### src/sv/csl_pkg.sv
// package: codes, characters and defaults for the comment and quote span locator
`timescale 1ns / 1ps

package csl_pkg;

    localparam int OFFSET_WIDTH_DEFAULT = 24;
    localparam int COUNT_WIDTH_DEFAULT  = 16;
    localparam int LIMIT_WIDTH          = 16;
    localparam int APB_ADDR_WIDTH       = 3;
    localparam int APB_DATA_WIDTH       = 32;

    localparam logic [LIMIT_WIDTH-1:0] LIMIT_RESET = 16'hFFFF;

    // word index of a register (paddr[2])
    localparam logic REG_COMMENT_LIMIT = 1'b0;
    localparam logic REG_QUOTE_LIMIT   = 1'b1;

    localparam logic [7:0] CH_STAR      = 8'h2A;
    localparam logic [7:0] CH_NEWLINE   = 8'h0A;
    localparam logic [7:0] CH_DQUOTE    = 8'h22;
    localparam logic [7:0] CH_BACKSLASH = 8'h5C;
    localparam logic [7:0] CH_DIGIT_LO  = 8'h30;
    localparam logic [7:0] CH_DIGIT_HI  = 8'h39;

    localparam logic [1:0] KIND_COMMENT     = 2'd0;
    localparam logic [1:0] KIND_QUOTE       = 2'd1;
    localparam logic [1:0] KIND_COMMENT_OVF = 2'd2;
    localparam logic [1:0] KIND_QUOTE_OVF   = 2'd3;

    typedef enum logic [2:0] {
        MODE_OUTSIDE = 3'b001,
        MODE_COMMENT = 3'b010,
        MODE_QUOTE   = 3'b100
    } csl_mode_t;

    typedef struct packed {
        csl_mode_t  mode;
        logic       halted;
        logic [7:0] prev_byte;
    } csl_ctrl_t;

endpackage

### src/sv/csl_ifs.sv
// interfaces: text byte channel and span result channel
`timescale 1ns / 1ps

interface csl_byte_if;
    logic       valid;
    logic       ready;
    logic [7:0] text_byte;
    logic       is_last;

    modport source (output valid, output text_byte, output is_last, input ready);
    modport sink (input valid, input text_byte, input is_last, output ready);
endinterface

interface csl_span_if #(
    parameter int OFFSET_WIDTH = csl_pkg::OFFSET_WIDTH_DEFAULT,
    parameter int COUNT_WIDTH  = csl_pkg::COUNT_WIDTH_DEFAULT
);
    logic                    valid;
    logic                    ready;
    logic [1:0]              span_kind;
    logic [COUNT_WIDTH-1:0]  span_index;
    logic [OFFSET_WIDTH-1:0] start_offset;
    logic [OFFSET_WIDTH-1:0] end_offset;

    modport source (output valid, output span_kind, output span_index,
                    output start_offset, output end_offset, input ready);
    modport sink (input valid, input span_kind, input span_index,
                  input start_offset, input end_offset, output ready);
endinterface

### src/sv/csl_scan.sv
// per-byte scan step: next state and span result for one text byte
`timescale 1ns / 1ps

module csl_scan #(
    parameter int OFFSET_WIDTH = csl_pkg::OFFSET_WIDTH_DEFAULT,
    parameter int COUNT_WIDTH  = csl_pkg::COUNT_WIDTH_DEFAULT
) (
    input  csl_pkg::csl_ctrl_t                ctrl,
    input  logic [OFFSET_WIDTH-1:0]           offset,
    input  logic [OFFSET_WIDTH-1:0]           open_start,
    input  logic [COUNT_WIDTH-1:0]            comment_count,
    input  logic [COUNT_WIDTH-1:0]            quote_count,
    input  logic [7:0]                        text_byte,
    input  logic                              is_last,
    input  logic [csl_pkg::LIMIT_WIDTH-1:0]   comment_limit,
    input  logic [csl_pkg::LIMIT_WIDTH-1:0]   quote_limit,
    output csl_pkg::csl_ctrl_t                ctrl_next,
    output logic [OFFSET_WIDTH-1:0]           offset_next,
    output logic [OFFSET_WIDTH-1:0]           open_start_next,
    output logic [COUNT_WIDTH-1:0]            comment_count_next,
    output logic [COUNT_WIDTH-1:0]            quote_count_next,
    output logic                              res_valid,
    output logic [1:0]                        res_kind,
    output logic [COUNT_WIDTH-1:0]            res_index,
    output logic [OFFSET_WIDTH-1:0]           res_start
);

    localparam int CMP_WIDTH = (COUNT_WIDTH > csl_pkg::LIMIT_WIDTH) ?
                               COUNT_WIDTH : csl_pkg::LIMIT_WIDTH;

    logic prev_digit;
    logic prev_backslash;
    logic comment_full;
    logic quote_full;

    assign prev_digit     = (ctrl.prev_byte >= csl_pkg::CH_DIGIT_LO) &&
                            (ctrl.prev_byte <= csl_pkg::CH_DIGIT_HI);
    assign prev_backslash = (ctrl.prev_byte == csl_pkg::CH_BACKSLASH);
    assign comment_full   = CMP_WIDTH'(comment_count) >= CMP_WIDTH'(comment_limit);
    assign quote_full     = CMP_WIDTH'(quote_count) >= CMP_WIDTH'(quote_limit);

    always_comb
    begin
        ctrl_next           = ctrl;
        ctrl_next.prev_byte = text_byte;
        offset_next         = offset + OFFSET_WIDTH'(1);
        open_start_next     = open_start;
        comment_count_next  = comment_count;
        quote_count_next    = quote_count;
        res_valid           = 1'b0;
        res_kind            = csl_pkg::KIND_COMMENT;
        res_index           = comment_count;
        res_start           = open_start;

        if (!ctrl.halted)
        begin
            case (ctrl.mode)
                csl_pkg::MODE_COMMENT:
                begin
                    if ((text_byte == csl_pkg::CH_NEWLINE) || is_last)
                    begin
                        res_valid          = 1'b1;
                        comment_count_next = comment_count + COUNT_WIDTH'(1);
                        ctrl_next.mode     = csl_pkg::MODE_OUTSIDE;
                    end
                end
                csl_pkg::MODE_QUOTE:
                begin
                    if ((text_byte == csl_pkg::CH_DQUOTE) && !prev_backslash)
                    begin
                        res_valid        = 1'b1;
                        res_kind         = csl_pkg::KIND_QUOTE;
                        res_index        = quote_count;
                        quote_count_next = quote_count + COUNT_WIDTH'(1);
                        ctrl_next.mode   = csl_pkg::MODE_OUTSIDE;
                    end
                end
                csl_pkg::MODE_OUTSIDE:
                begin
                    if (text_byte == csl_pkg::CH_STAR)
                    begin
                        if (comment_full)
                        begin
                            res_valid        = 1'b1;
                            res_kind         = csl_pkg::KIND_COMMENT_OVF;
                            res_start        = offset;
                            ctrl_next.halted = 1'b1;
                        end
                        else
                        begin
                            ctrl_next.mode  = csl_pkg::MODE_COMMENT;
                            open_start_next = offset;
                        end
                    end
                    else if ((text_byte == csl_pkg::CH_DQUOTE) && !prev_digit)
                    begin
                        if (quote_full)
                        begin
                            res_valid        = 1'b1;
                            res_kind         = csl_pkg::KIND_QUOTE_OVF;
                            res_index        = quote_count;
                            res_start        = offset;
                            ctrl_next.halted = 1'b1;
                        end
                        else
                        begin
                            ctrl_next.mode  = csl_pkg::MODE_QUOTE;
                            open_start_next = offset;
                        end
                    end
                end
                default:
                begin
                    ctrl_next.mode = csl_pkg::MODE_OUTSIDE;
                end
            endcase
        end

        // end of file: next byte starts a fresh scan
        if (is_last)
        begin
            ctrl_next.mode      = csl_pkg::MODE_OUTSIDE;
            ctrl_next.halted    = 1'b0;
            ctrl_next.prev_byte = 8'h00;
            offset_next         = '0;
            open_start_next     = '0;
            comment_count_next  = '0;
            quote_count_next    = '0;
        end
    end

endmodule

### src/sv/comment_quote_span_locator.sv
// top level: comment and quoted-string span locator with apb limit registers
// a span beat is in the output register from the cycle after its closing byte is taken
// throughput: one text byte per cycle while no output beat is held, set by the scan state update;
// a held output beat stalls input until it is taken
// reset: asynchronous, active low; scan state clears, both limits return to 65535
// no clearing pass follows reset
`timescale 1ns / 1ps

module comment_quote_span_locator #(
    parameter int OFFSET_WIDTH = csl_pkg::OFFSET_WIDTH_DEFAULT,
    parameter int COUNT_WIDTH  = csl_pkg::COUNT_WIDTH_DEFAULT
) (
    input  logic                                clk,
    input  logic                                rst_n,
    csl_byte_if.sink                            byte_in,
    csl_span_if.source                          span_out,
    input  logic                                psel,
    input  logic                                penable,
    input  logic                                pwrite,
    input  logic [csl_pkg::APB_ADDR_WIDTH-1:0]  paddr,
    input  logic [csl_pkg::APB_DATA_WIDTH-1:0]  pwdata,
    output logic [csl_pkg::APB_DATA_WIDTH-1:0]  prdata,
    output logic                                pready
);

    csl_pkg::csl_ctrl_t              ctrl_reg;
    csl_pkg::csl_ctrl_t              ctrl_next;
    logic [OFFSET_WIDTH-1:0]         offset_reg;
    logic [OFFSET_WIDTH-1:0]         offset_next;
    logic [OFFSET_WIDTH-1:0]         open_start_reg;
    logic [OFFSET_WIDTH-1:0]         open_start_next;
    logic [COUNT_WIDTH-1:0]          comment_count_reg;
    logic [COUNT_WIDTH-1:0]          comment_count_next;
    logic [COUNT_WIDTH-1:0]          quote_count_reg;
    logic [COUNT_WIDTH-1:0]          quote_count_next;
    logic [csl_pkg::LIMIT_WIDTH-1:0] comment_limit_reg;
    logic [csl_pkg::LIMIT_WIDTH-1:0] quote_limit_reg;

    logic                            res_valid;
    logic [1:0]                      res_kind;
    logic [COUNT_WIDTH-1:0]          res_index;
    logic [OFFSET_WIDTH-1:0]         res_start;

    logic                            out_valid_reg;
    logic [1:0]                      out_kind_reg;
    logic [COUNT_WIDTH-1:0]          out_index_reg;
    logic [OFFSET_WIDTH-1:0]         out_start_reg;
    logic [OFFSET_WIDTH-1:0]         out_end_reg;

    logic                            in_fire;
    logic                            cfg_write;

    assign byte_in.ready = !out_valid_reg || span_out.ready;
    assign in_fire       = byte_in.valid && byte_in.ready;

    csl_scan #(
        .OFFSET_WIDTH (OFFSET_WIDTH),
        .COUNT_WIDTH  (COUNT_WIDTH)
    ) u_scan (
        .ctrl               (ctrl_reg),
        .offset             (offset_reg),
        .open_start         (open_start_reg),
        .comment_count      (comment_count_reg),
        .quote_count        (quote_count_reg),
        .text_byte          (byte_in.text_byte),
        .is_last            (byte_in.is_last),
        .comment_limit      (comment_limit_reg),
        .quote_limit        (quote_limit_reg),
        .ctrl_next          (ctrl_next),
        .offset_next        (offset_next),
        .open_start_next    (open_start_next),
        .comment_count_next (comment_count_next),
        .quote_count_next   (quote_count_next),
        .res_valid          (res_valid),
        .res_kind           (res_kind),
        .res_index          (res_index),
        .res_start          (res_start)
    );

    always_ff @(posedge clk or negedge rst_n)
    begin
        if (!rst_n)
        begin
            ctrl_reg.mode      <= csl_pkg::MODE_OUTSIDE;
            ctrl_reg.halted    <= 1'b0;
            ctrl_reg.prev_byte <= 8'h00;
            offset_reg         <= '0;
            open_start_reg     <= '0;
            comment_count_reg  <= '0;
            quote_count_reg    <= '0;
        end
        else if (in_fire)
        begin
            ctrl_reg          <= ctrl_next;
            offset_reg        <= offset_next;
            open_start_reg    <= open_start_next;
            comment_count_reg <= comment_count_next;
            quote_count_reg   <= quote_count_next;
        end
    end

    // output register: loads on a beat that closes a span or overflows
    always_ff @(posedge clk or negedge rst_n)
    begin
        if (!rst_n)
        begin
            out_valid_reg <= 1'b0;
        end
        else if (in_fire)
        begin
            out_valid_reg <= res_valid;
        end
        else if (span_out.ready)
        begin
            out_valid_reg <= 1'b0;
        end
    end

    always_ff @(posedge clk)
    begin
        if (in_fire && res_valid)
        begin
            out_kind_reg  <= res_kind;
            out_index_reg <= res_index;
            out_start_reg <= res_start;
            out_end_reg   <= offset_reg;
        end
    end

    assign span_out.valid        = out_valid_reg;
    assign span_out.span_kind    = out_kind_reg;
    assign span_out.span_index   = out_index_reg;
    assign span_out.start_offset = out_start_reg;
    assign span_out.end_offset   = out_end_reg;

    // apb: word address in paddr[2], low bits ignored
    assign pready    = 1'b1;
    assign cfg_write = psel && penable && pwrite && pready;

    always_ff @(posedge clk or negedge rst_n)
    begin
        if (!rst_n)
        begin
            comment_limit_reg <= csl_pkg::LIMIT_RESET;
            quote_limit_reg   <= csl_pkg::LIMIT_RESET;
        end
        else if (cfg_write)
        begin
            case (paddr[2])
                csl_pkg::REG_COMMENT_LIMIT: comment_limit_reg <= pwdata[csl_pkg::LIMIT_WIDTH-1:0];
                csl_pkg::REG_QUOTE_LIMIT:   quote_limit_reg   <= pwdata[csl_pkg::LIMIT_WIDTH-1:0];
                default:                    comment_limit_reg <= comment_limit_reg;
            endcase
        end
    end

    always_comb
    begin
        case (paddr[2])
            csl_pkg::REG_COMMENT_LIMIT: prdata = csl_pkg::APB_DATA_WIDTH'(comment_limit_reg);
            csl_pkg::REG_QUOTE_LIMIT:   prdata = csl_pkg::APB_DATA_WIDTH'(quote_limit_reg);
            default:                    prdata = '0;
        endcase
    end

endmodule

### src/flat_wrapper.sv
// flat-port wrapper written by rule: the top's interface ports become plain ports
module comment_quote_span_locator_flat 
#(
    parameter int OFFSET_WIDTH = csl_pkg::OFFSET_WIDTH_DEFAULT,
    parameter int COUNT_WIDTH  = csl_pkg::COUNT_WIDTH_DEFAULT
)
  (clk, rst_n, psel, penable, pwrite, paddr, pwdata, prdata, pready, byte_in_valid, byte_in_text_byte, byte_in_is_last, byte_in_ready, span_out_valid, span_out_span_kind, span_out_span_index, span_out_start_offset, span_out_end_offset, span_out_ready);
  csl_byte_if byte_in_i ();
  csl_span_if #(.OFFSET_WIDTH(OFFSET_WIDTH), .COUNT_WIDTH(COUNT_WIDTH)) span_out_i ();
  input  logic clk;
  input  logic rst_n;
  input  logic psel;
  input  logic penable;
  input  logic pwrite;
  input  logic [csl_pkg::APB_ADDR_WIDTH-1:0] paddr;
  input  logic [csl_pkg::APB_DATA_WIDTH-1:0] pwdata;
  output logic [csl_pkg::APB_DATA_WIDTH-1:0] prdata;
  output logic pready;
  input wire logic [$bits(byte_in_i.valid)-1:0] byte_in_valid;
  input wire logic [$bits(byte_in_i.text_byte)-1:0] byte_in_text_byte;
  input wire logic [$bits(byte_in_i.is_last)-1:0] byte_in_is_last;
  output wire logic [$bits(byte_in_i.ready)-1:0] byte_in_ready;
  output wire logic [$bits(span_out_i.valid)-1:0] span_out_valid;
  output wire logic [$bits(span_out_i.span_kind)-1:0] span_out_span_kind;
  output wire logic [$bits(span_out_i.span_index)-1:0] span_out_span_index;
  output wire logic [$bits(span_out_i.start_offset)-1:0] span_out_start_offset;
  output wire logic [$bits(span_out_i.end_offset)-1:0] span_out_end_offset;
  input wire logic [$bits(span_out_i.ready)-1:0] span_out_ready;
  assign byte_in_i.valid = byte_in_valid;
  assign byte_in_i.text_byte = byte_in_text_byte;
  assign byte_in_i.is_last = byte_in_is_last;
  assign byte_in_ready = byte_in_i.ready;
  assign span_out_valid = span_out_i.valid;
  assign span_out_span_kind = span_out_i.span_kind;
  assign span_out_span_index = span_out_i.span_index;
  assign span_out_start_offset = span_out_i.start_offset;
  assign span_out_end_offset = span_out_i.end_offset;
  assign span_out_i.ready = span_out_ready;
  comment_quote_span_locator #(.OFFSET_WIDTH(OFFSET_WIDTH), .COUNT_WIDTH(COUNT_WIDTH)) u_core (.clk(clk), .rst_n(rst_n), .byte_in(byte_in_i), .span_out(span_out_i), .psel(psel), .penable(penable), .pwrite(pwrite), .paddr(paddr), .pwdata(pwdata), .prdata(prdata), .pready(pready));
endmodule
### config.mk
export PLATFORM = sky130hd
export DESIGN_NAME = comment_quote_span_locator_flat
export DESIGN_NICKNAME = d
export VERILOG_FILES = /design/src/sv/csl_pkg.sv /design/src/sv/csl_ifs.sv /design/src/sv/csl_scan.sv /design/src/sv/comment_quote_span_locator.sv /design/src/flat_wrapper.sv
export SDC_FILE = /design/constraint.sdc
export NUM_CORES = 1
export LEC_CHECK = 0
export ABC_AREA = 1
export BUFFER_PORTS_ARGS = -buffer_cell sky130_fd_sc_hd__clkbuf_2
export CORE_MARGIN = 5
export CORE_UTILIZATION = 63
export CTS_CLUSTER_SIZE = 10
export DETAILED_ROUTE_END_ITERATION = 7
export PLACE_DENSITY = 0.86
export SYNTH_ARGS = -nofsm -noshare
export SYNTH_HDL_FRONTEND = slang
export SYNTH_HIERARCHICAL = 1
export SYNTH_SLANG_ARGS = --single-unit
### constraint.sdc
create_clock -name clk -period 8.95 [get_ports clk]
set_clock_uncertainty 0.05 [all_clocks]
set_input_delay 0.895 -clock clk [delete_from_list [all_inputs] [get_ports clk]]
set_output_delay 0.895 -clock clk [all_outputs]
set_load 0.01 [all_outputs]
==> parameters.txt, run 1 <==
Parameter                              Value

STA
  Worst Tran Pin Value    1.13 ns
  Shortest period the worst path allows    3.59 ns
  Final total negative setup slack    0 ns
  Worst setup slack after layout    5.36 ns
  Setup violations, final    0
  Final hold viol count    0
  RSZ-0062 raised after global routing    no
  Post-Route Hold Slack    0.426 ns
  Peak clock frequency supported by timing    0.278 GHz
  Max transition margin    24.7%
  Final period utilization    40.2%
  Max-slew violation count    0

Critical path
  Data required time of the worst path    8.96 ns
  Worst setup path endpoint    u_core/span_out.span_index[13]
  Reg-to-reg setup timing slack    5.39 ns
  Crit path DAT    3.61 ns
  Reg2Reg Capture Point    u_core/span_out.start_offset[13]
  Launching instance or port of the critical path    byte_in_is_last
  Nature of the critical path endpoint    flop
  Startpoint Class    primary input
  Largest fanout on the critical path    66
  Worst Setup Path Type    in2reg
  Launch instance of the worst register-to-register path    u_core/ctrl_reg[9]
  Worst r2r path cells    6

Clock tree
  Post-cts gate resize count    0
  Number of hold buffers added after CTS    0
  CTS tree    done
  Number of clock sinks seen by CTS    191
  Post-CTS Setup Repair Bufs    0
  Worst-path clk slew    0.07 ns
  TritonCTS Buffers    17
  Clock tree buffer depth    2
  # H-tree levels    4
  Clock insertion delay at the later pin of the skew report    0.43 ns
  Cell chosen for the clock root    sky130_fd_sc_hd__clkbuf_16

Finish
  Ant. Diodes    0
  Most common cell after layout, fill and taps aside    sky130_fd_sc_hd__nand2_1
  Filler cells    1384
  Combined area of the multi-input logic cells    5330 sq um
  Final standard cell utilization of the core    69.7%
  Filler-free cell count of the finished design    1839
  Layout area overhead    9.57%
  Most frequent cells in the layout    sky130_fd_sc_hd__nand2_1 (621), sky130_fd_sc_hd__nor2_1 (124), sky130_fd_sc_hd__inv_1 (119), sky130_fd_sc_hd__clkbuf_2 (115), sky130_fd_sc_hd__dfrtp_1 (92)
  Register area    5150 sq um
  Finished Cell Area    12500 sq um
  Number of nets at the end of the flow    1683
  Layout cells sized above 1    15.3%

Drt
  Vias per cell    5.70
  Total number of vias    10500
  DRC violations left    0
  Initial DRC Count    1244
  Mean routed wirelength per cell    15.1 um
  ANT nets after route    0
  Total Routed Length    27.8 mm
  Detailed-routing iteration count for the pre-antenna-repair pass    8

Place
  Placement Cell Area    11900 sq um
  Total instance count after detailed placement    1807
  Post-DP HPWL    18.6 mm
  Total of buffers placed on input and output ports    116
  RD Place Congestion    0.925
  Worst-case setup slack after placement    4.97 ns

Die
  Vertical die dimension    144 um
  Placeable Area    17900 sq um
  Full die area    20900 sq um
  Number of top-level design ports    152
  Effective utilization at floorplan    63.6%
  Chip Width    144 um
  # rows    49

Pwr
  Design internal power    1.41 mW
  Leakage component of the power    6.15 nW
  P_sw    0.552 mW
  Worst IR drop on VDD    0.138 mV
  Combinational group share of total power    12.3%
  Power per Cell Area    157 nW/um^2
  Clock group share of total power    37.0%
  Power share of the sequential group    50.7%
  Post-route total power    1.96 mW
  Sw frac    28.1%

Yosys
  Ys Warns    6
  Proportion of synthesized chip area in sequential cells    45.3%
  Instance count of the mapped netlist    1517
  Distinct cells, synth    50
  Primary FF master, synth    sky130_fd_sc_hd__dfrtp_1
  Synthesized area divided by synthesized cell count    7.50 sq um
  Post-synthesis register bit count    191
  Number of enable-type register cells in the synthesized netlist    66
  Area of the mapped netlist    11400 sq um
  Async set-reset flop share out of synthesis    65.4%

Status
  Run status    completed

Min path
  Cell depth of the worst min-delay path    2
  Hold Crit Class    reg2reg

Flow run
  Max-capacitance violation count    0

Global route
  Maximum number of pins on one net before global-route repair    94
  Leftover overflow at the end of global routing    0
  Global-route usage over all layers    27.1%
  First-pass GRT wire length    45.7 mm
  Number of global-route vias before repair    9530
  Number of antenna violations at the first check in global routing    0
## cell families after synthesis
family	count (synthesis)	synth area share [%]
compound gates	161	7.66
xor+xnor	10	0.770
fa+ha+maj	35	3.85
buf+inv	211	8.53
flops	191	45.3
other cells	2	0.0660
simple gates	907	33.9
## area by class of cell
class / instances / area share (%)
Sequential cell: 191 / 41.3
Clock inverter: 14 / 1.01
Multi-Input combinational cell: 1130 / 42.8
Tap cell: 229 / 2.30
Inverter: 135 / 4.06
Clock buffer: 18 / 3.52
Timing Repair Buffer: 122 / 5.04
## worst min path at each step
stage	start	endpoint	slack [ns]
after floorplan	u_core/ctrl_reg[8]	u_core/ctrl_reg[8]	0.39
after global placement	u_core/comment_limit_reg[12]	u_core/comment_limit_reg[12]	0.41
after detailed placement	u_core/comment_limit_reg[14]	u_core/comment_limit_reg[14]	0.41
after CTS	u_core/comment_limit_reg[14]	u_core/comment_limit_reg[14]	0.42
after global routing	u_core/comment_limit_reg[5]	u_core/comment_limit_reg[5]	0.45
final	u_core/comment_limit_reg[14]	u_core/comment_limit_reg[14]	0.43
## cells in the mapped netlist (2+ instances only)
cell,instances,share of area [%]
sky130_fd_sc_hd__ha_1,35,3.8
sky130_fd_sc_hd__o21a_1,2,0.13
sky130_fd_sc_hd__nand4_1,18,0.99
sky130_fd_sc_hd__nor2_4,5,0.49
sky130_fd_sc_hd__a211oi_1,2,0.13
sky130_fd_sc_hd__o21ai_0,40,1.8
sky130_fd_sc_hd__a21oi_1,63,2.8
sky130_fd_sc_hd__buf_1,4,0.13
sky130_fd_sc_hd__nor3_1,24,1.1
sky130_fd_sc_hd__nor3_4,3,0.43
sky130_fd_sc_hd__nand2_1,622,21
sky130_fd_sc_hd__nand3_4,3,0.46
sky130_fd_sc_hd__edfxtp_1,66,17
sky130_fd_sc_hd__nand2_2,4,0.22
sky130_fd_sc_hd__nand3_2,6,0.53
sky130_fd_sc_hd__dfstp_2,33,7.6
sky130_fd_sc_hd__buf_6,4,0.40
sky130_fd_sc_hd__nor3_2,3,0.26
sky130_fd_sc_hd__nor2_1,125,4.1
sky130_fd_sc_hd__buf_2,26,1.1
sky130_fd_sc_hd__dfrtp_1,92,20
sky130_fd_sc_hd__buf_4,31,2.0
sky130_fd_sc_hd__nor2_2,7,0.38
sky130_fd_sc_hd__inv_2,14,0.46
sky130_fd_sc_hd__o211ai_1,8,0.53
sky130_fd_sc_hd__clkbuf_1,11,0.36
sky130_fd_sc_hd__xor2_1,9,0.69
sky130_fd_sc_hd__inv_1,120,4.0
sky130_fd_sc_hd__nand3_1,77,3.4
sky130_fd_sc_hd__conb_1,2,0.066
sky130_fd_sc_hd__o21ai_1,38,1.7
sky130_fd_sc_hd__nor3b_2,2,0.22
## metal layers
metal | routed length [um] | vias to the layer above | track usage, %
met4 | 1150 | 0 | 12.3
met5 | 0 | - | 0
met1 | 10900 | 4824 | 35.3
li1 | - | 4975 | -
met2 | 13500 | 583 | 45.1
met3 | 2270 | 108 | 4.00
## worst max-delay path, cell delays in order
cell and delay [ns]:
sky130_fd_sc_hd__clkbuf_2 0.08, sky130_fd_sc_hd__buf_4 0.49, sky130_fd_sc_hd__inv_2 0.54, sky130_fd_sc_hd__o21ai_2 0.30, sky130_fd_sc_hd__nand2_2 0.12, sky130_fd_sc_hd__nand2_1 0.11
sky130_fd_sc_hd__o21ai_0 0.09, sky130_fd_sc_hd__inv_1 0.08, sky130_fd_sc_hd__inv_1 0.07, sky130_fd_sc_hd__nor2_4 0.09, sky130_fd_sc_hd__buf_4 0.64
## power groups by stage
stage	Clock (mW)	Sequential (mW)	Combinational [mW]
2_1_floorplan	0	1.00	0.175
3_3_place_gp	0	1.01	0.227
3_5_place_dp	0	1.01	0.237
4_1_cts	0.735	0.995	0.240
5_1_grt	0.779	1.00	0.276
6_report	0.726	0.996	0.241
Power figures use the tool's default switching activity.
==> run 2: changes to the inputs <==
--- a/config.mk
+++ b/config.mk
@@ -8,10 +8,10 @@
 export ABC_AREA = 1
 export BUFFER_PORTS_ARGS = -buffer_cell sky130_fd_sc_hd__clkbuf_2
 export CORE_MARGIN = 5
-export CORE_UTILIZATION = 63
+export CORE_UTILIZATION = 59
 export CTS_CLUSTER_SIZE = 10
 export DETAILED_ROUTE_END_ITERATION = 7
-export PLACE_DENSITY = 0.86
+export PLACE_DENSITY = 0.81
 export SYNTH_ARGS = -nofsm -noshare
 export SYNTH_HDL_FRONTEND = slang
 export SYNTH_HIERARCHICAL = 1
==> constraint.sdc (replaced) <==
create_clock -name clk -period 3.6 [get_ports clk]
set_clock_uncertainty 0.05 [all_clocks]
set_input_delay 0.36 -clock clk [delete_from_list [all_inputs] [get_ports clk]]
set_output_delay 0.36 -clock clk [all_outputs]
set_load 0.01 [all_outputs]
==> parameters.txt, run 2 (synthesis results as in run 1) <==
Parameter                              Value

Drt
  Detailed-routing iteration count for the pre-antenna-repair pass    6 (-2)
  DRC violations left    0 (unchanged)
  Vias per cell    5.45 (-4.4%)
  Mean routed wirelength per cell    14.8 um (-2.1%)
  Total Routed Length    27.9 mm (+0.35%)
  Initial DRC Count    972 (-22%)
  Total number of vias    10300 (-2.0%)
  ANT nets after route    0 (unchanged)

STA
  RSZ-0062 raised after global routing    no
  Shortest period the worst path allows    3.15 ns
  Final hold viol count    0 (unchanged)
  Final total negative setup slack    0 ns (unchanged)
  Setup violations, final    0 (unchanged)
  Max-slew violation count    0 (unchanged)
  Final period utilization    87.5%
  Worst Tran Pin Value    1.19 ns (+0.0612 ns)
  Peak clock frequency supported by timing    0.317 GHz
  Max transition margin    20.7% (-4.1 points)

Critical path
  Family of cells with the greatest summed delay on the critical path    simple AND/OR/NAND/NOR gates
  Most prevalent standard cell on the critical path    sky130_fd_sc_hd__nand2_1
  Slowest cell on the critical path    sky130_fd_sc_hd__dfstp_2
  Launch instance of the worst register-to-register path    u_core/quote_limit_reg[7]
  Data required time of the worst path    3.72 ns (-5.24 ns)
  Worst Setup Path Type    reg2reg
  Largest stage delay, worst path    0.55 ns (-0.09 ns)
  Critical path buffers and inverters    3 (-3)
  Critical path, cell by cell    inv_1 > ha_1 > nand2_1 > inv_1 > nand2_1 > nor2_1 > nor2_1 > nand2_1 > nand2_1 > nand2_1 > nand2_1 > nand2_1 > nand3_2 > buf_4 > nand2_1 > o21ai_1
  Reg-to-reg setup timing slack    0.45 ns (-4.94 ns)
  Nature of the critical path endpoint    flop
  Crit path DAT    3.27 ns (-0.34 ns)
  Reg2Reg Capture Point    u_core/span_out.start_offset[12]
  Worst r2r path cells    16 (+10)
  Largest fanout on the critical path    30 (-55%)
  Startpoint Class    flop

Pwr
  Leakage component of the power    6.26 nW (+1.6%)
  Clock group share of total power    38.3% (+1.3 points)
  Combinational group share of total power    12.1% (-0.2 points)
  Worst IR drop on VDD    0.370 mV (+170%)
  Sw frac    28.3% (+0.17 points)
  Power share of the sequential group    49.6% (-1.1 points)
  P_sw    1.41 mW (+160%)
  Design internal power    3.58 mW (+150%)
  Power per Cell Area    393 nW/um^2 (+150%)

Place
  RD Place Congestion    0.957 (+3.5%)
  Post-DP HPWL    19.0 mm (+2.4%)
  Total of buffers placed on input and output ports    116 (unchanged)

Die
  Placeable Area    18800 sq um (+5.2%)
  # rows    50 (+2.0%)
  Effective utilization at floorplan    60.4% (-3.1 points)
  Chip Width    149 um (+3.1%)
  Number of top-level design ports    152 (unchanged)
  Full die area    22200 sq um (+6.3%)
  Vertical die dimension    149 um (+3.1%)

Clock tree
  CTS tree    done
  TritonCTS Buffers    17 (unchanged)
  # H-tree levels    4 (unchanged)
  Clock tree buffer depth    2 (unchanged)
  Clock insertion delay at the later pin of the skew report    0.44 ns (about the same)
  Post-CTS Setup Repair Bufs    0 (unchanged)
  Worst-path clk slew    0.08 ns (about the same)
  Number of clock sinks seen by CTS    191 (unchanged)
  Cell chosen for the clock root    sky130_fd_sc_hd__clkbuf_16

Min path
  Cell depth of the worst min-delay path    3 (+1)
  Hold Crit Class    in2reg
  Worst Hold End    u_core/quote_limit_reg[4]
  Hold path startpoint    pwdata[4]

Finish
  Register area    5150 sq um (unchanged)
  Final standard cell utilization of the core    67.4% (-2.3 points)
  Most common cell after layout, fill and taps aside    sky130_fd_sc_hd__nand2_1
  Ant. Diodes    0 (unchanged)
  Filler cells    1560 (+13%)
  Most frequent cells in the layout    sky130_fd_sc_hd__nand2_1 (621), sky130_fd_sc_hd__nor2_1 (124), sky130_fd_sc_hd__inv_1 (120), sky130_fd_sc_hd__clkbuf_2 (115), sky130_fd_sc_hd__dfrtp_1 (92)
  Number of nets at the end of the flow    1698 (+0.89%)
  Layout area overhead    11.4%
  Combined area of the multi-input logic cells    5330 sq um (unchanged)
  Layout cells sized above 1    15.9% (+0.66 points)

Status
  Run status    completed

Flow run
  Max-capacitance violation count    0 (unchanged)

Global route
  First-pass GRT wire length    45.8 mm (+0.27%)
  Number of antenna violations at the first check in global routing    0 (unchanged)
  Number of global-route vias before repair    9432 (-1.0%)
  Leftover overflow at the end of global routing    0 (unchanged)
  Global-route usage over all layers    25.3% (-1.8 points)
  Maximum number of pins on one net before global-route repair    93 (-1.1%)
[run 2: what timing repair did]
item                                   4_1_cts  5_1_grt
endpoints found under the hold margin       17        0
hold buffers                                 1        0
gates resized for setup                      0        0
[run 2: worst max path at each step]
stage	startpoint	end	slack, ns	cells after the start
after global placement	u_core/quote_limit_reg[7]	u_core/span_out.start_offset[12]	0.57	16
after floorplan	u_core/quote_limit_reg[7]	u_core/span_out.end_offset[0]	0.35	16
after global routing	u_core/quote_limit_reg[5]	u_core/span_out.start_offset[12]	0.24	16
after detailed placement	u_core/quote_limit_reg[7]	u_core/span_out.start_offset[12]	0.53	16
after CTS	u_core/quote_limit_reg[7]	u_core/span_out.start_offset[12]	0.50	16
final	u_core/quote_limit_reg[7]	u_core/span_out.start_offset[12]	0.45	16
[run 2: cell type report]
| type | count | share of cell area, % |
|---|---|---|
| clock buffers | 17 | 3.35 |
| repair buffers | 137 | 6.06 |
| inverters | 135 | 3.99 |
| clock inverters | 15 | 1.37 |
| flip-flops and latches | 191 | 40.6 |
| multi-input cells | 1130 | 42.0 |
| well taps | 260 | 2.56 |
[run 2: worst min-delay path, stage by stage]
cell and delay (ns):
sky130_fd_sc_hd__clkbuf_2 0.09, sky130_fd_sc_hd__nand3_1 0.07, sky130_fd_sc_hd__nand2_1 0.05
[run 2: power groups by stage]
stage          Combinational, mW  Clock [mW]  Sequential [mW]
6_report                   0.602        1.91             2.47
2_1_floorplan              0.436           0             2.49
5_1_grt                    0.689        2.03             2.49
4_1_cts                    0.600        1.93             2.47
3_5_place_dp               0.595           0             2.52
3_3_place_gp               0.575           0             2.51
[run 2: layer usage]
layer  wire length [um]  GRT usage, %  part of all wire, %  vias up
li1                   -             -                    -     5018
met1              11300          32.4                   40     4715
met2              13600          43.3                   49      456
met3               2030          3.71                  7.3       87
met4               1020          10.3                  3.7        0
met5                  0             0                    0        -
[run 2: metrics by stage]
| step | hold slack [ns] | cell area (sq um) | setup slack (ns) | total power, mW | instances |
|---|---|---|---|---|---|
| 2_1_floorplan | 0.0144 | 11400 | 0.354 | 2.92 | 1532 |
| 3_3_place_gp | 0.400 | 12100 | 0.567 | 3.08 | 1852 |
| 3_5_place_dp | 0.403 | 12100 | 0.525 | 3.11 | 1852 |
| 4_1_cts | 0.0679 | 12700 | 0.501 | 5.01 | 1885 |
| 5_1_grt | 0.0763 | 12700 | 0.236 | 5.20 | 1885 |
| 6_report | 0.0709 | 12700 | 0.449 | 4.99 | 1885 |
==> run 3: changes to the inputs <==
--- a/config.mk
+++ b/config.mk
@@ -9,8 +9,10 @@
 export BUFFER_PORTS_ARGS = -buffer_cell sky130_fd_sc_hd__clkbuf_2
 export CORE_MARGIN = 5
 export CORE_UTILIZATION = 59
+export CTS_BUF_LIST = sky130_fd_sc_hd__clkbuf_16
 export CTS_CLUSTER_SIZE = 10
 export DETAILED_ROUTE_END_ITERATION = 7
+export MAX_ROUTING_LAYER = met4
 export PLACE_DENSITY = 0.81
 export SYNTH_ARGS = -nofsm -noshare
 export SYNTH_HDL_FRONTEND = slang
==> parameters.txt, run 3 (synthesis results as in run 1) <==
Parameter                              Value

STA
  Setup violations, final    0 (unchanged)
  Final hold viol count    0 (unchanged)
  Post-Route Hold Slack    0.0727 ns (+0.00186 ns)
  Peak clock frequency supported by timing    0.319 GHz (+0.54%)
  Worst setup slack after layout    0.466 ns (+0.0170 ns)
  Worst Tran Pin Value    1.16 ns (-0.0339 ns)
  Max transition margin    22.9% (+2.3 points)
  Max-slew violation count    0 (unchanged)
  Final total negative setup slack    0 ns (unchanged)
  Shortest period the worst path allows    3.13 ns (-0.0170 ns)
  RSZ-0062 raised after global routing    no
  Final period utilization    87.0% (-0.47 points)

Place
  Placement Cell Area    12100 sq um (unchanged)
  RD Place Congestion    0.975 (+1.8%)
  Total of buffers placed on input and output ports    116 (unchanged)
  Total instance count after detailed placement    1852 (unchanged)
  Worst-case setup slack after placement    0.525 ns (unchanged)
  Post-DP HPWL    19.0 mm (unchanged)

Finish
  Finished Cell Area    12700 sq um (unchanged)
  Filler-free cell count of the finished design    1885 (unchanged)
  Layout cells sized above 1    15.9% (unchanged)
  Layout area overhead    11.4% (unchanged)
  Number of nets at the end of the flow    1698 (unchanged)
  Most frequent cells in the layout    sky130_fd_sc_hd__nand2_1 (621), sky130_fd_sc_hd__nor2_1 (124), sky130_fd_sc_hd__inv_1 (120), sky130_fd_sc_hd__clkbuf_2 (115), sky130_fd_sc_hd__dfrtp_1 (92)
  Most common cell after layout, fill and taps aside    sky130_fd_sc_hd__nand2_1
  Ant. Diodes    0 (unchanged)
  Final standard cell utilization of the core    67.4% (unchanged)
  Filler cells    1560 (unchanged)

Drt
  Vias per cell    5.46 (+0.18%)
  DRC violations left    0 (unchanged)
  Detailed-routing iteration count for the pre-antenna-repair pass    5 (-1)
  Total number of vias    10300 (+0.18%)
  Mean routed wirelength per cell    14.8 um (about the same)
  Total Routed Length    27.9 mm (about the same)
  ANT nets after route    0 (unchanged)
  Initial DRC Count    999 (+2.8%)

Global route
  First-pass GRT wire length    45.8 mm (+0.10%)
  Global-route usage over all layers    26.1% (+0.76 points)
  Number of antenna violations at the first check in global routing    0 (unchanged)
  Leftover overflow at the end of global routing    0 (unchanged)
  Number of global-route vias before repair    9416 (-0.17%)
  Maximum number of pins on one net before global-route repair    93 (unchanged)

Clock tree
  Cell chosen for the clock root    sky130_fd_sc_hd__clkbuf_16
  Clock tree buffer depth    2 (unchanged)
  Clock insertion delay at the later pin of the skew report    0.44 ns (about the same)
  TritonCTS Buffers    17 (unchanged)
  CTS tree    done
  Number of clock sinks seen by CTS    191 (unchanged)
  Post-CTS Setup Repair Bufs    0 (unchanged)
  # H-tree levels    4 (unchanged)
  Worst-path clk slew    0.08 ns (about the same)

Die
  # rows    50 (unchanged)
  Vertical die dimension    149 um (unchanged)
  Number of top-level design ports    152 (unchanged)
  Placeable Area    18800 sq um (unchanged)
  Effective utilization at floorplan    60.4% (unchanged)
  Full die area    22200 sq um (unchanged)
  Chip Width    149 um (unchanged)

Pwr
  Power per Cell Area    393 nW/um^2 (about the same)
  Worst IR drop on VDD    0.369 mV (-0.16%)
  Leakage component of the power    6.26 nW (unchanged)
  Post-route total power    4.98 mW (about the same)

Status
  Run status    completed

Critical path
  Crit path DAT    3.25 ns (-0.02 ns)
  Largest fanout on the critical path    30 (unchanged)
  Data required time of the worst path    3.72 ns (about the same)
  Worst Setup Path Type    reg2reg
  Nature of the critical path endpoint    flop
  Startpoint Class    flop

Min path
  Hold Crit Class    in2reg

Flow run
  Max-capacitance violation count    0 (unchanged)
[run 3: critical path, stage by stage (launching register included)]
cell and delay (ns):
sky130_fd_sc_hd__dfstp_2 0.55, sky130_fd_sc_hd__inv_1 0.05, sky130_fd_sc_hd__ha_1 0.29, sky130_fd_sc_hd__nand2_1 0.05, sky130_fd_sc_hd__inv_1 0.06, sky130_fd_sc_hd__nand2_1 0.07
sky130_fd_sc_hd__nor2_1 0.11, sky130_fd_sc_hd__nor2_1 0.05, sky130_fd_sc_hd__nand2_1 0.07, sky130_fd_sc_hd__nand2_1 0.10, sky130_fd_sc_hd__nand2_1 0.15, sky130_fd_sc_hd__nand2_1 0.13
sky130_fd_sc_hd__nand2_1 0.09, sky130_fd_sc_hd__nand3_2 0.52, sky130_fd_sc_hd__buf_4 0.40, sky130_fd_sc_hd__nand2_1 0.06, sky130_fd_sc_hd__o21ai_1 0.05
[run 3: cell type report]
cell class              count  area, sq um  area share (%)
flip-flops and latches    191         5150            40.6
repair buffers            137          768            6.06
clock buffers              17          425            3.35
multi-input cells        1130         5330            42.0
well taps                 260          325            2.56
inverters                 135          507            3.99
clock inverters            15          174            1.37
[run 3: power by group]
| group | leakage (nW) | switching, mW | internal, mW |
|---|---|---|---|
| clock | 0.285 | 0.916 | 0.992 |
| combinational | 3.69 | 0.404 | 0.198 |
| sequential | 2.28 | 0.0879 | 2.39 |
[run 3: per-layer routing]
layer	track usage (%)	wire, um	vias up
met5	-	0	-
met4	9.75	939	0
met2	43.3	13700	466
met1	32.5	11300	4725
li1	-	-	5026
met3	3.86	2010	78
[run 3: worst paths after layout]
| check | startpoint | end | slack (ns) | depth (start not counted) |
|---|---|---|---|---|
| max | u_core/quote_limit_reg[7] | u_core/span_out.start_offset[12] | 0.47 | 16 |
| max in group asynchronous | rst_n | u_core/ctrl_reg[9] | 2.26 | 3 |
| min | pwdata[4] | u_core/quote_limit_reg[4] | 0.07 | 3 |
| max reg2reg | u_core/quote_limit_reg[7] | u_core/span_out.start_offset[12] | 0.47 | 16 |
| min reg2reg | u_core/comment_limit_reg[3] | u_core/comment_limit_reg[3] | 0.43 | 2 |
| min in group asynchronous | rst_n | u_core/comment_count_reg[10] | 0.48 | 2 |
[run 3: timing repair]
action,in CTS,in global routing
hold buffers,1,0
endpoints found under the setup margin,0,0
hold endpoints to repair,17,0
gates resized for setup,0,0
